## config.mk

```make
export PLATFORM = sky130hd
export DESIGN_NAME = led_string_frame_serializer_core
export DESIGN_NICKNAME = d
export VERILOG_FILES = /design/src/rtl/core/lsfs_pkg.sv /design/src/rtl/core/led_string_frame_serializer_core.sv /design/src/rtl/core/lsfs_slot_ctl.sv /design/src/rtl/core/lsfs_byte_gen.sv
export SDC_FILE = /design/constraint.sdc
export NUM_CORES = 1
export LEC_CHECK = 0
export CAP_MARGIN = 0
export CORE_ASPECT_RATIO = 0.75
export CORE_MARGIN = 3
export CORE_UTILIZATION = 55
export CTS_CLUSTER_SIZE = 30
export DETAILED_ROUTE_END_ITERATION = 10
export DONT_BUFFER_PORTS = 1
export GPL_TIMING_DRIVEN = 0
export PLACE_DENSITY_LB_ADDON = 0.3
export SYNTH_ARGS = -nofsm -noshare
export SYNTH_HDL_FRONTEND = slang
export SYNTH_HIERARCHICAL = 1
export SYNTH_SLANG_ARGS = --single-unit
```

## constraint.sdc

```tcl
create_clock -name i_clk -period 6.73 [get_ports i_clk]
set_clock_uncertainty 0.1 [all_clocks]
set_input_delay 0.673 -clock i_clk [delete_from_list [all_inputs] [get_ports i_clk]]
set_output_delay 0.673 -clock i_clk [all_outputs]
set_load 0.03 [all_outputs]
```

## src/rtl/core/lsfs_pkg.sv

```systemverilog
// Package: shared types and constants for the LED string frame serializer.
package lsfs_pkg;

    localparam int MAX_SLOTS   = 64;
    localparam int SLOT_CNT_W  = $clog2(MAX_SLOTS);
    localparam int SLOT_LIM_W  = $clog2(MAX_SLOTS + 1);
    localparam int CFG_W       = 7;
    localparam int CFG_RESET   = 24;
    localparam int COLOR_W     = 32;
    localparam int BYTE_IDX_W  = 5;
    localparam int BIT_IDX_W   = 5;

    localparam logic [BYTE_IDX_W-1:0] IDX_HDR0      = 5'd0;
    localparam logic [BYTE_IDX_W-1:0] IDX_HDR1      = 5'd1;
    localparam logic [BYTE_IDX_W-1:0] IDX_DATA0     = 5'd2;
    localparam logic [BYTE_IDX_W-1:0] IDX_DATA_LAST = 5'd17;
    localparam logic [BYTE_IDX_W-1:0] IDX_TRL0      = 5'd18;
    localparam logic [BYTE_IDX_W-1:0] IDX_TRL1      = 5'd19;

    localparam logic [7:0] HDR0_BYTE = 8'h00;
    localparam logic [7:0] HDR1_BYTE = 8'hf0;
    localparam logic [7:0] TRL_BYTE  = 8'h00;

    localparam logic [BIT_IDX_W-1:0] R_BIT_BASE = 5'd24;
    localparam logic [BIT_IDX_W-1:0] G_BIT_BASE = 5'd16;
    localparam logic [BIT_IDX_W-1:0] B_BIT_BASE = 5'd8;

    typedef struct packed {
        logic [COLOR_W-1:0] string0_color;
        logic [COLOR_W-1:0] string1_color;
        logic [COLOR_W-1:0] string2_color;
        logic [COLOR_W-1:0] string3_color;
    } t_in_item;

    typedef struct packed {
        logic [7:0] out_byte;
        logic       run_last;
        logic       frame_end;
    } t_out_item;

    typedef struct packed {
        logic has_header;
        logic has_trailer;
    } t_slot_info;

endpackage

```

## src/rtl/core/led_string_frame_serializer_core.sv

```systemverilog
// Top level: LED string frame serializer, slot register feeding a byte output register.
//
//  channel | direction | handshake           | payload
//  --------+-----------+---------------------+--------------------------------
//  in      | input     | i_in_valid/o_in_stall  | t_in_item, four colour words
//  out     | output    | o_out_valid/i_out_stall| t_out_item, one byte + flags
//  cfg     | input     | i_cfg_valid/o_cfg_ready| slots_per_frame, 7 bits
//
// One slot transaction yields 16 bytes, 18 with header or trailer, 20 with both,
// one byte per cycle through the output register while the output is not stalled; this sets the rate.
// The next slot is taken in the cycle its predecessor's last byte is loaded.
// Synchronous active-low reset: no slot held, slot counter 0, slots_per_frame 24.
// A stall on the output holds the output register and any slot held in the slot register.
module led_string_frame_serializer_core (
    input  logic                               i_clk,
    input  logic                               i_rst_n,
    input  logic                               i_in_valid,
    output logic                               o_in_stall,
    input  lsfs_pkg::t_in_item                 i_in_data,
    output logic                               o_out_valid,
    input  logic                               i_out_stall,
    output lsfs_pkg::t_out_item                o_out_data,
    input  logic                               i_cfg_valid,
    output logic                               o_cfg_ready,
    input  logic [lsfs_pkg::CFG_W-1:0]         i_cfg_data
);

    lsfs_pkg::t_in_item              r_item;
    lsfs_pkg::t_slot_info            r_info;
    logic                            r_item_vld;
    logic [lsfs_pkg::BYTE_IDX_W-1:0] r_idx;
    logic                            r_out_vld;
    lsfs_pkg::t_out_item             r_out;

    lsfs_pkg::t_slot_info            in_info;
    lsfs_pkg::t_out_item             gen_out;
    logic [lsfs_pkg::BYTE_IDX_W-1:0] last_idx;
    logic                            out_free;
    logic                            load;
    logic                            item_done;
    logic                            in_acc;

    lsfs_slot_ctl u_slot_ctl (
        .i_clk       (i_clk),
        .i_rst_n     (i_rst_n),
        .i_cfg_valid (i_cfg_valid),
        .i_cfg_data  (i_cfg_data),
        .o_cfg_ready (o_cfg_ready),
        .i_accept    (in_acc),
        .o_info      (in_info)
    );

    lsfs_byte_gen u_byte_gen (
        .i_item     (r_item),
        .i_info     (r_info),
        .i_idx      (r_idx),
        .o_last_idx (last_idx),
        .o_out      (gen_out)
    );

    assign out_free    = !r_out_vld || !i_out_stall;
    assign load        = r_item_vld && out_free;
    assign item_done   = load && (r_idx == last_idx);
    assign o_in_stall  = r_item_vld && !item_done;
    assign in_acc      = i_in_valid && !o_in_stall;
    assign o_out_valid = r_out_vld;
    assign o_out_data  = r_out;

    always_ff @(posedge i_clk) begin
        if (!i_rst_n) begin
            r_item_vld <= 1'b0;
            r_out_vld  <= 1'b0;
        end else begin
            if (in_acc) begin
                r_item_vld <= 1'b1;
            end else if (item_done) begin
                r_item_vld <= 1'b0;
            end
            if (out_free) begin
                r_out_vld <= load;
            end
        end
    end

    always_ff @(posedge i_clk) begin
        if (in_acc) begin
            r_item <= i_in_data;
            r_info <= in_info;
            r_idx  <= in_info.has_header ? lsfs_pkg::IDX_HDR0 : lsfs_pkg::IDX_DATA0;
        end else if (load) begin
            r_idx <= r_idx + lsfs_pkg::BYTE_IDX_W'(1);
        end
        if (load) begin
            r_out <= gen_out;
        end
    end

endmodule

```

## src/rtl/core/lsfs_slot_ctl.sv

```systemverilog
// Slot counter and slots-per-frame register; flags header and trailer per slot.
module lsfs_slot_ctl (
    input  logic                         i_clk,
    input  logic                         i_rst_n,
    input  logic                         i_cfg_valid,
    input  logic [lsfs_pkg::CFG_W-1:0]   i_cfg_data,
    output logic                         o_cfg_ready,
    input  logic                         i_accept,
    output lsfs_pkg::t_slot_info         o_info
);

    logic [lsfs_pkg::CFG_W-1:0]      r_slots_per_frame;
    logic [lsfs_pkg::SLOT_CNT_W-1:0] r_slot_cnt;
    logic [lsfs_pkg::SLOT_CNT_W-1:0] n_slot_cnt;
    logic [lsfs_pkg::SLOT_LIM_W-1:0] limit;
    logic [lsfs_pkg::SLOT_LIM_W-1:0] cnt_plus;

    assign o_cfg_ready = 1'b1;

    always_comb begin
        if (r_slots_per_frame == '0) begin
            limit = lsfs_pkg::SLOT_LIM_W'(1);
        end else if (32'(r_slots_per_frame) > lsfs_pkg::MAX_SLOTS) begin
            limit = lsfs_pkg::SLOT_LIM_W'(lsfs_pkg::MAX_SLOTS);
        end else begin
            limit = lsfs_pkg::SLOT_LIM_W'(r_slots_per_frame);
        end
    end

    always_comb begin
        cnt_plus           = lsfs_pkg::SLOT_LIM_W'(r_slot_cnt) + lsfs_pkg::SLOT_LIM_W'(1);
        o_info.has_header  = (r_slot_cnt == '0);
        o_info.has_trailer = (cnt_plus >= limit);
        n_slot_cnt         = o_info.has_trailer ? '0 : lsfs_pkg::SLOT_CNT_W'(cnt_plus);
    end

    always_ff @(posedge i_clk) begin
        if (!i_rst_n) begin
            r_slots_per_frame <= lsfs_pkg::CFG_W'(lsfs_pkg::CFG_RESET);
            r_slot_cnt        <= '0;
        end else begin
            if (i_cfg_valid) begin
                r_slots_per_frame <= i_cfg_data;
            end
            if (i_accept) begin
                r_slot_cnt <= n_slot_cnt;
            end
        end
    end

endmodule

```

## src/rtl/core/lsfs_byte_gen.sv

```systemverilog
// Byte selector: header, bit-plane data and trailer bytes of one slot by index.
module lsfs_byte_gen (
    input  lsfs_pkg::t_in_item               i_item,
    input  lsfs_pkg::t_slot_info             i_info,
    input  logic [lsfs_pkg::BYTE_IDX_W-1:0]  i_idx,
    output logic [lsfs_pkg::BYTE_IDX_W-1:0]  o_last_idx,
    output lsfs_pkg::t_out_item              o_out
);

    logic [lsfs_pkg::BYTE_IDX_W-1:0] data_idx;
    logic [2:0]                      plane;
    logic [lsfs_pkg::BIT_IDX_W-1:0]  r_bit;
    logic [lsfs_pkg::BIT_IDX_W-1:0]  g_bit;
    logic [lsfs_pkg::BIT_IDX_W-1:0]  b_bit;
    logic [3:0]                      nib_r;
    logic [3:0]                      nib_g;
    logic [3:0]                      nib_b;

    always_comb begin
        data_idx = i_idx - lsfs_pkg::IDX_DATA0;
        plane    = data_idx[3:1];
        r_bit    = lsfs_pkg::R_BIT_BASE + lsfs_pkg::BIT_IDX_W'(plane);
        g_bit    = lsfs_pkg::G_BIT_BASE + lsfs_pkg::BIT_IDX_W'(plane);
        b_bit    = lsfs_pkg::B_BIT_BASE + lsfs_pkg::BIT_IDX_W'(plane);
        nib_r    = {i_item.string0_color[r_bit], i_item.string1_color[r_bit],
                    i_item.string2_color[r_bit], i_item.string3_color[r_bit]};
        nib_g    = {i_item.string0_color[g_bit], i_item.string1_color[g_bit],
                    i_item.string2_color[g_bit], i_item.string3_color[g_bit]};
        nib_b    = {i_item.string0_color[b_bit], i_item.string1_color[b_bit],
                    i_item.string2_color[b_bit], i_item.string3_color[b_bit]};

        o_last_idx = i_info.has_trailer ? lsfs_pkg::IDX_TRL1 : lsfs_pkg::IDX_DATA_LAST;

        o_out.frame_end = 1'b0;
        case (i_idx)
            lsfs_pkg::IDX_HDR0: begin
                o_out.out_byte = lsfs_pkg::HDR0_BYTE;
            end
            lsfs_pkg::IDX_HDR1: begin
                o_out.out_byte = lsfs_pkg::HDR1_BYTE;
            end
            lsfs_pkg::IDX_TRL0: begin
                o_out.out_byte = lsfs_pkg::TRL_BYTE;
            end
            lsfs_pkg::IDX_TRL1: begin
                o_out.out_byte  = lsfs_pkg::TRL_BYTE;
                o_out.frame_end = 1'b1;
            end
            default: begin
                o_out.out_byte = data_idx[0] ? {nib_b, ~nib_b} : {nib_r, nib_g};
            end
        endcase
        o_out.run_last = (i_idx == o_last_idx);
    end

endmodule

```

==> results.ini, run 1 <==
[worst_hold_path]
min_path_cells=0
hold_path_end=r_item[29]$_DFFE_PP_
worst_hold_path_type=in2reg
min-delay-start=i_in_data[29]

[worst_setup_path]
rr_worst_depth=10
r2r-start=r_idx[1]$_DFFE_PP_
r2r_slack_ps=3250
setup.worst_path.end_class=flop
crit_path_max_incr_delay_ps=660
r2r-end=o_out_data[6]$_DFFE_PP_
cp_num_cells=10
arrival_ps=3640
start_kind=flop
cpMaxStageDelayCell=xnor2_1
cp_data_required_time_ps=6890
path_buf_inv=4
path_max_fanout=10
critPathTopFamily=compound AO/OA/AOI/OAI gates
path_cells=buf_4 -> buf_6 -> buf_2 -> inv_1 -> ha_1 -> xnor2_1 -> a2111oi_0 -> a311oi_1 -> nand3_1 -> o21ai_1
critical_path_class=reg2reg

[grt]
grt_max_degree=53
grt_pass1_wl_mm=17.1
grt_pass1_vias=3246
grt_use_total_pct=20.4
antenna_found_initial=0
gr-total-overflow=0

[clocking]
post_cts_buffers=0
clock_latency_ps=410
clk_pin_slew_worst_paths_ps=60
cts_tree=done
cts_root_buf=clkbuf_16
clk_path_buf_depth=2
clkSinkCount=127
ctsResizeCount=0
cts_max_level=4
hold_buffers=0
cts_inserted_buffers=17

[sta]
fmax_mhz=287
min_period_ps=3480
timing.final.hold_violations=0
slew_headroom_pct=45.1
setup-violations-final=0
worstMarginPinSlew_ps=818
post-route-period-util_pct=51.7
rsz0062_at_grt=false
tns_ps=0
slew_violations=0

[yosys]
syn_area_sq_um=5560
syn_avg_cell_area_sq_um=15.6
yosysWarnings=6
syn-instance-count=357

[floorplanning]
rows=31
core_sq_um=9740
start_util_pct=57.1
die_x_um=122
pin_count=153
die_h_um=93.0
die_area_sq_um=11400

[power_and_ir_drop]
clkPwrFrac_pct=40.6
powerDensity_nw_per_um2=373
combPwrFrac_pct=17.7
power_frac_seq_pct=41.7
p_int_mw=1.75
switching_power_mw=0.641
power.total_mw=2.39
switching_share_pct=26.9
vdd_drop_max_v=0.000198
power_leakage_nw=2.29

[route]
viasPerCell=5.94
avgRoutedWirePerCell_um=20.8
firstDrtPassIters=4
dr_total_vias=3115
drc_errors=0
totalWireLength_mm=10.9
ant_nets=0
drt_iter0_drc=203

[layout]
fin_nets=530
n_antenna_cell=0
fillers=651
drive_above_1_share_pct=21.4
syn_to_final_growth_pct=15.1
multi_input_area_sq_um=1720
regArea_sq_um=3660

[job]
cap_violations=0

[place]
dp_hpwl_mm=7.75
io_buffers=0
globalplace.congestion=0.795

[run_status]
status=completed

## power by group through the flow
stage / sequential (mW) / clock, mW / combinational (mW)
detailed placement: 1.01 / 0 / 0.416
floorplan: 1.00 / 0 / 0.320
CTS: 0.996 / 0.985 / 0.421
global placement: 1.01 / 0 / 0.409
finish: 0.995 / 0.969 / 0.423
global route: 1.00 / 1.02 / 0.461
## cell type report
class	count	share of cell area, %
Inverter	9	0.528
Timing Repair Buffer	1	0.431
Clock inverter	14	3.21
Clock buffer	18	6.71
Buffer	24	2.41
Sequential cell	127	57.3
Tap cell	132	2.58
Multi-Input combinational cell	199	26.8
## layer usage
metal  global-route usage, %  up-vias  wire (um)  part of all wire [%]
met3                    8.46        8        874                   8.0
met5                       0        -          0                     0
met1                    26.8     1541       4730                    43
met4                    7.83        0        106                  0.97
met2                    30.7      121       5190                    48
li1                        -     1445          -                     -
## how the worst max path moves through the flow
stage / startpoint / to
3_3_place_gp: i_out_stall / u_slot_ctl/r_slot_cnt[5]$_SDFFE_PN0P_
4_1_cts: r_idx[1]$_DFFE_PP_ / o_out_data[6]$_DFFE_PP_
5_1_grt: r_idx[1]$_DFFE_PP_ / o_out_data[9]$_DFFE_PP_
3_5_place_dp: i_out_stall / u_slot_ctl/r_slot_cnt[5]$_SDFFE_PN0P_
6_report: r_idx[1]$_DFFE_PP_ / o_out_data[6]$_DFFE_PP_
2_1_floorplan: i_out_stall / u_slot_ctl/r_slot_cnt[5]$_SDFFE_PN0P_
## placed cells by master, fill, tap and decap left out, types with 4 or more instances in the layout
| cell type | instances |
|---|---|
| nand2b_1 | 7 |
| ha_1 | 11 |
| xnor2_1 | 9 |
| bufinv_16 | 4 |
| a311oi_1 | 9 |
| clkinv_4 | 4 |
| buf_2 | 10 |
| a2111oi_0 | 7 |
| xor2_1 | 5 |
| buf_4 | 9 |
| nor2_1 | 14 |
| nor2b_1 | 11 |
| nand3_1 | 14 |
| mux2i_1 | 17 |
| a21oi_1 | 8 |
| clkbuf_16 | 17 |
| inv_1 | 6 |
| nand2_1 | 11 |
| edfxtp_1 | 112 |
| o22ai_1 | 6 |
| dfxtp_1 | 15 |
| clkbuf_1 | 4 |
| conb_1 | 5 |
| mux4_2 | 14 |
## stage by stage
stage,setup WS [ps],util (%),instances,hold slack [ps],cell area (sq um)
global placement,1260,58.8,491,385,5730
finish,3250,65.7,524,256,6390
global route,2970,65.7,524,232,6390
floorplan,2270,-,359,361,5560
detailed placement,3370,59.2,492,412,5760
CTS,3340,65.7,524,240,6390
## state kept, by name, summed over array words and instances, names as in the netlist
name,count
o_out_data,10
o_out_valid,1
u_slot_ctl/r_slots_per_frame,7
u_slot_ctl/r_slot_cnt,6
r_item,96
r_item_vld,1
r_idx,5
r_info,1
Note: power is estimated with default switching activity, not from simulation.
==> run 2, diff against run 1 <==
Clock period 6.73 ns to 3.3 ns, I/O delays scaled along.
==> run 2 against run 1 <==
Flip-flop and latch count unchanged; die area did not move; clock power is 88% higher; cell count is 20% higher; global-route usage is 4.1 points higher; combinational power grew to 2.5 times the previous value; routed wire length is 21% higher; largest cell class unchanged; largest power group unchanged; highest routed layer unchanged.
==> results.ini, run 2 (synthesis gave the netlist of run 1 again) <==
[power_and_ir_drop]
clkPwrFrac_pct=37.1  ; was 40.6%
powerDensity_nw_per_um2=655  ; was 373 nW/um^2
combPwrFrac_pct=21.5  ; was 17.7%
power.total_mw=4.90  ; was 2.39 mW
vdd_drop_max_v=0.000451  ; was 0.000198 V
switching_power_mw=1.39  ; was 0.641 mW
power_frac_seq_pct=41.4  ; was 41.7%
switching_share_pct=28.4  ; was 26.9%
p_int_mw=3.51  ; was 1.75 mW
power_leakage_nw=2.74  ; was 2.29 nW

[floorplanning]
die_area_sq_um=11400  ; unchanged
start_util_pct=57.1  ; unchanged
die_x_um=122  ; unchanged
rows=31  ; unchanged
pin_count=153  ; unchanged
core_sq_um=9740  ; unchanged
die_h_um=93.0  ; unchanged

[worst_hold_path]
min-delay-start=i_rst_n  ; was i_in_data[29]
worst_hold_path_type=in2reg  ; unchanged
min_path_cells=2  ; was 0
hold_path_end=u_slot_ctl/r_slots_per_frame[4]$_SDFFE_PN1P_  ; was r_item[29]$_DFFE_PP_

[route]
viasPerCell=5.65  ; was 5.94
avgRoutedWirePerCell_um=20.9  ; was 20.8 um
totalWireLength_mm=13.2  ; was 10.9 mm
dr_total_vias=3567  ; was 3,115
drc_errors=0  ; unchanged
drt_iter0_drc=232  ; was 203
firstDrtPassIters=4  ; unchanged
ant_nets=0  ; unchanged

[sta]
worstMarginPinSlew_ps=827  ; was 818 ps
fin_ws_ps=135  ; was 3250 ps
slew_headroom_pct=44.5  ; was 45.1%
timing.final.hold_violations=0  ; unchanged
min_period_ps=3160  ; was 3480 ps
tns_ps=0  ; unchanged
slew_violations=0  ; unchanged
fmax_mhz=316  ; was 287 MHz
setup-violations-final=0  ; unchanged
post-route-period-util_pct=95.9  ; was 51.7%

[grt]
grt_pass1_wl_mm=20.5  ; was 17.1 mm
gr-total-overflow=0  ; unchanged
grt_max_degree=79  ; was 53
grt_util_met1_pct=31.4  ; was 26.8%
use_met2_pct=40.9  ; was 30.7%
antenna_found_initial=0  ; unchanged
grt_use_total_pct=24.5  ; was 20.4%
grt_pass1_vias=3803  ; was 3,246
busiest_layer=met2  ; unchanged
grtUsageMet3_pct=7.13  ; was 8.46%

[worst_setup_path]
r2r-end=o_out_data[7]$_DFFE_PP_  ; was o_out_data[6]$_DFFE_PP_
crit_start=r_idx[1]$_DFFE_PP_  ; unchanged
start_kind=flop  ; unchanged
cp_data_required_time_ps=3330  ; was 6890 ps
critical_path_class=reg2reg  ; unchanged
r2r-start=r_idx[1]$_DFFE_PP_  ; unchanged
arrival_ps=3200  ; was 3640 ps
rr_worst_depth=11  ; was 10
r2r_slack_ps=140  ; was 3250 ps
path_max_fanout=10  ; unchanged
setup.worst_path.end_class=flop  ; unchanged

[place]
dp.cells=492  ; unchanged
dp_slack_ps=-116  ; was 3370 ps
dp_hpwl_mm=7.77  ; was 7.75 mm
globalplace.congestion=0.851  ; was 0.795
post_dp_cell_area_sq_um=5760  ; unchanged
io_buffers=0  ; unchanged

[layout]
final_cells=631  ; was 524
syn_to_final_growth_pct=34.7  ; was 15.1%
mostFrequentLayoutCells=112 x edfxtp_1, 105 x dlygate4sd3_1, 20 x clkbuf_16  ; was 112 x edfxtp_1, 17 x mux2i_1, 17 x clkbuf_16
fin_nets=637  ; was 530
largest_register_ffs=96  ; unchanged
final_cell_area_sq_um=7480  ; was 6390 sq um
final_common_cell=edfxtp_1  ; unchanged
regMostFlops=r_item  ; unchanged
drive_above_1_share_pct=18.8  ; was 21.4%
n_antenna_cell=0  ; unchanged

[clocking]
cts_root_buf=clkbuf_16  ; unchanged
cts_max_level=4  ; unchanged
clk_pin_slew_worst_paths_ps=60  ; about the same
cts_inserted_buffers=17  ; unchanged
clk_path_buf_depth=2  ; unchanged
clock_latency_ps=410  ; about the same
cts_tree=done  ; unchanged
clkSinkCount=127  ; unchanged

[job]
cap_violations=0  ; unchanged

[run_status]
status=completed  ; unchanged

[run 2: changes by cell type in the layout (fill, tap and decap cells not counted), sizes merged]
cell	previous run	this run
clkinv	5	6
inv	13	14
dlygate4sd3	0	105
clkbuf	22	27
clkinvlp	1	0
bufinv	4	0
[run 2: stage by stage]
stage	utilization (%)	hold WS, ps
final	76.9	84.1
after global routing	76.9	73.2
after CTS	76.3	66.1
after detailed placement	59.2	329
after global placement	58.9	329
after floorplan	-	329
[run 2: area by class of cell]
cell class | instances | area [sq um]
Buffer | 24 | 169
Clock buffer | 21 | 504
Clock inverter | 11 | 88.8
Fill cell | 546 | 2250
Inverter | 9 | 33.8
Multi-Input combinational cell | 199 | 1770
Sequential cell | 127 | 3660
Tap cell | 132 | 165
Timing Repair Buffer | 108 | 1090
[run 2: critical path, cell delays in order (launching register included)]
cell	delay, ps
edfxtp_1	430
buf_6	210
buf_8	180
clkbuf_4	230
inv_1	110
ha_2	380
buf_4	200
clkbuf_8	210
mux4_1	350
or2_0	250
o41ai_2	70
o22ai_1	160
[run 2: power by group through the flow]
stage	combinational [mW]	clock, mW	sequential [mW]
2_1_floorplan	0.653	0	2.04
3_3_place_gp	0.838	0	2.06
3_5_place_dp	0.861	0	2.06
4_1_cts	0.982	1.83	2.03
5_1_grt	1.14	1.93	2.04
6_report	1.06	1.82	2.03
[run 2: worst max path at each step]
stage / to / slack, ps / cells past startpoint
after floorplan: u_slot_ctl/r_slot_cnt[5]$_SDFFE_PN0P_ / 100 / 7
after global placement: u_slot_ctl/r_slot_cnt[5]$_SDFFE_PN0P_ / -610 / 7
after detailed placement: o_out_data[7]$_DFFE_PP_ / -120 / 10
after CTS: o_out_data[7]$_DFFE_PP_ / 9 / 10
after global routing: o_out_data[7]$_DFFE_PP_ / -1 / 11
final: o_out_data[7]$_DFFE_PP_ / 140 / 11
[run 2: repair_timing]
item | 4_1_cts | 5_1_grt
setup endpoints to repair | 8 | 9
gates resized for setup | 4 | 12
hold buffers | 105 | 0
setup buffers | 0 | 2
hold endpoints to repair | 105 | 0
[run 2: metal layers]
layer / vias to the layer above / wire length, um
li1: 1658 / -
met1: 1750 / 5330
met2: 146 / 6780
met3: 13 / 918
met4: 0 / 143
met5: - / 0
==> run 3, diff against run 2 <==
Settings changed: CTS_BUF_LIST from default to sky130_fd_sc_hd__clkbuf_4 sky130_fd_sc_hd__clkbuf_8 sky130_fd_sc_hd__clkbuf_16, GPL_ROUTABILITY_DRIVEN from default to 1.
==> run 3 against run 2 <==
Utilization is essentially flat; count of clock-buffer cells in the layout is the same; non-clock buffer count is the same; critical path depth shrank 1; worst setup slack lost 2.0 ps; power grew 0.38%; first-iteration DRC count shrank 5.2%; design area is essentially flat; combinational power is essentially flat; sequential power is essentially flat; cell count is the same; die area is the same.
==> results.ini, run 3 (synthesis gave the netlist of run 1 again) <==
[layout]
finish.utilization_pct=76.9  ; about the same
syn_to_final_growth_pct=34.8  ; was 34.7%
final_cells=631  ; unchanged
fin_nets=637  ; unchanged
mostFrequentLayoutCells=112 x edfxtp_1, 105 x dlygate4sd3_1, 20 x clkbuf_16  ; unchanged
regMostFlops=r_item  ; unchanged
n_antenna_cell=0  ; unchanged
drive_above_1_share_pct=19.0  ; was 18.8%
final_common_cell=edfxtp_1  ; unchanged
largest_register_ffs=96  ; unchanged

[grt]
grt_pass1_wl_mm=20.5  ; about the same
grt_max_degree=79  ; unchanged
grt_pass1_vias=3843  ; was 3,803
gr-total-overflow=0  ; unchanged
grt_use_total_pct=24.5  ; about the same
antenna_found_initial=0  ; unchanged

[sta]
post-route-period-util_pct=96.0  ; was 95.9%
slew_headroom_pct=44.4  ; was 44.5%
worstMarginPinSlew_ps=828  ; was 827 ps
timing.final.hold_violations=0  ; unchanged
min_period_ps=3170  ; was 3160 ps
setup-violations-final=0  ; unchanged
tns_ps=0  ; unchanged
slew_violations=0  ; unchanged
fmax_mhz=316  ; about the same

[route]
avgRoutedWirePerCell_um=20.9  ; about the same
drt_iter0_drc=220  ; was 232
dr_total_vias=3614  ; was 3,567
ant_nets=0  ; unchanged
firstDrtPassIters=5  ; was 4
totalWireLength_mm=13.2  ; about the same
drc_errors=0  ; unchanged
viasPerCell=5.73  ; was 5.65

[run_status]
status=completed  ; unchanged

[floorplanning]
core_sq_um=9740  ; unchanged
pin_count=153  ; unchanged
die_area_sq_um=11400  ; unchanged
start_util_pct=57.1  ; unchanged
rows=31  ; unchanged
die_h_um=93.0  ; unchanged
die_x_um=122  ; unchanged

[worst_setup_path]
r2r-end=o_out_data[7]$_DFFE_PP_  ; unchanged
setup.worst_path.end_class=flop  ; unchanged
path_max_fanout=10  ; unchanged
start_kind=flop  ; unchanged
r2r_slack_ps=130  ; was 140 ps
critical_path_class=reg2reg  ; unchanged
crit_path_max_incr_delay_ps=660  ; was 430 ps
rr_worst_depth=10  ; was 11
crit_start=r_idx[1]$_DFFE_PP_  ; unchanged
cpMaxStageDelayCell=mux4_1  ; was edfxtp_1
critPathTopFamily=buffers and inverters  ; unchanged
arrival_ps=3200  ; about the same
cp_data_required_time_ps=3330  ; about the same
path_cells=buf_6 -> buf_8 -> clkbuf_4 -> inv_1 -> ha_2 -> xor2_2 -> mux4_1 -> or2_0 -> o41ai_2 -> o22ai_1  ; was buf_6 -> buf_8 -> clkbuf_4 -> inv_1 -> ha_2 -> buf_4 -> clkbuf_8 -> mux4_1 -> or2_0 -> o41ai_2 -> o22ai_1
r2r-start=r_idx[1]$_DFFE_PP_  ; unchanged
path_buf_inv=4  ; was 6

[place]
globalplace.congestion=0.851  ; unchanged
dp.cells=492  ; unchanged
io_buffers=0  ; unchanged
dp_hpwl_mm=7.77  ; unchanged

[clocking]
clk_path_buf_depth=2  ; unchanged
clkSinkCount=127  ; unchanged
cts_root_buf=clkbuf_16  ; unchanged
cts_tree=done  ; unchanged
cts_max_level=4  ; unchanged
clk_pin_slew_worst_paths_ps=60  ; about the same
clock_latency_ps=410  ; about the same
cts_inserted_buffers=17  ; unchanged

[worst_hold_path]
worst_hold_path_type=in2reg  ; unchanged
hold_path_end=u_slot_ctl/r_slots_per_frame[4]$_SDFFE_PN1P_  ; unchanged
min_path_cells=2  ; unchanged
min-delay-start=i_rst_n  ; unchanged

[power_and_ir_drop]
power.total_mw=4.92  ; was 4.90 mW
power_leakage_nw=2.74  ; about the same
powerDensity_nw_per_um2=657  ; was 655 nW/um^2
vdd_drop_max_v=0.000459  ; was 0.000451 V

[job]
cap_violations=0  ; unchanged

[run 3: cell count changes in the layout (fill, tap and decap cells not counted)]
cell      delta
buf_4        +1
clkbuf_1     -1
[run 3: worst max path at each step]
| stage | slack (ps) | cells after the start | to |
|---|---|---|---|
| floorplan | 100 | 7 | u_slot_ctl/r_slot_cnt[5]$_SDFFE_PN0P_ |
| global placement | -610 | 7 | u_slot_ctl/r_slot_cnt[5]$_SDFFE_PN0P_ |
| detailed placement | -120 | 10 | o_out_data[7]$_DFFE_PP_ |
| CTS | 9 | 10 | o_out_data[7]$_DFFE_PP_ |
| global route | -3 | 11 | o_out_data[7]$_DFFE_PP_ |
| finish | 130 | 10 | o_out_data[7]$_DFFE_PP_ |
[run 3: layout make-up]
cell class              instances  area [sq um]
plain buffers                  24           169
clock buffers                  21           508
multi-input cells             199          1770
well taps                     132           165
flip-flops and latches        127          3660
repair buffers                108          1090
clock inverters                11          88.8
fillers                       542          2250
inverters                       9          33.8
[run 3: repair_timing]
| item | CTS | global route |
|---|---|---|
| endpoints found under the setup margin | 8 | 9 |
| hold buffers | 105 | 0 |
| resized for setup | 4 | 13 |
| buffers inserted | 0 | 2 |
| cloned | 0 | 0 |
| endpoints found under the hold margin | 105 | 0 |
[run 3: layer usage]
layer  vias up  global-route usage, %  routed length (um)
met1      1785                   32.0                5310
met5         -                      0                   0
li1       1650                      -                   -
met2       158                   40.1                6750
met4         0                   9.13                 200
met3        21                   6.11                 919
[run 3: metrics by stage]
step                      setup slack, ps  hold WS, ps  area [sq um]
after floorplan                      95.2          329          5570
after global placement               -606          329          5730
after detailed placement             -116          329          5760
after CTS                            9.01         66.1          7430
after global routing                -3.35         75.6          7490
final                                 133         83.3          7490
[run 3: power breakdown]
part / switching [mW] / internal (mW)
Sequential: 0.121 / 1.91
Combinational: 0.568 / 0.492
Clock: 0.713 / 1.12
Total: 1.40 / 3.52
[run 3: worst reg2reg max path: stages (launching register included)]
cell	delay, ps
edfxtp_1	460
buf_6	200
buf_8	160
clkbuf_4	190
inv_1	140
ha_2	250
xor2_2	260
mux4_1	660
or2_0	250
o41ai_2	70
o22ai_1	160
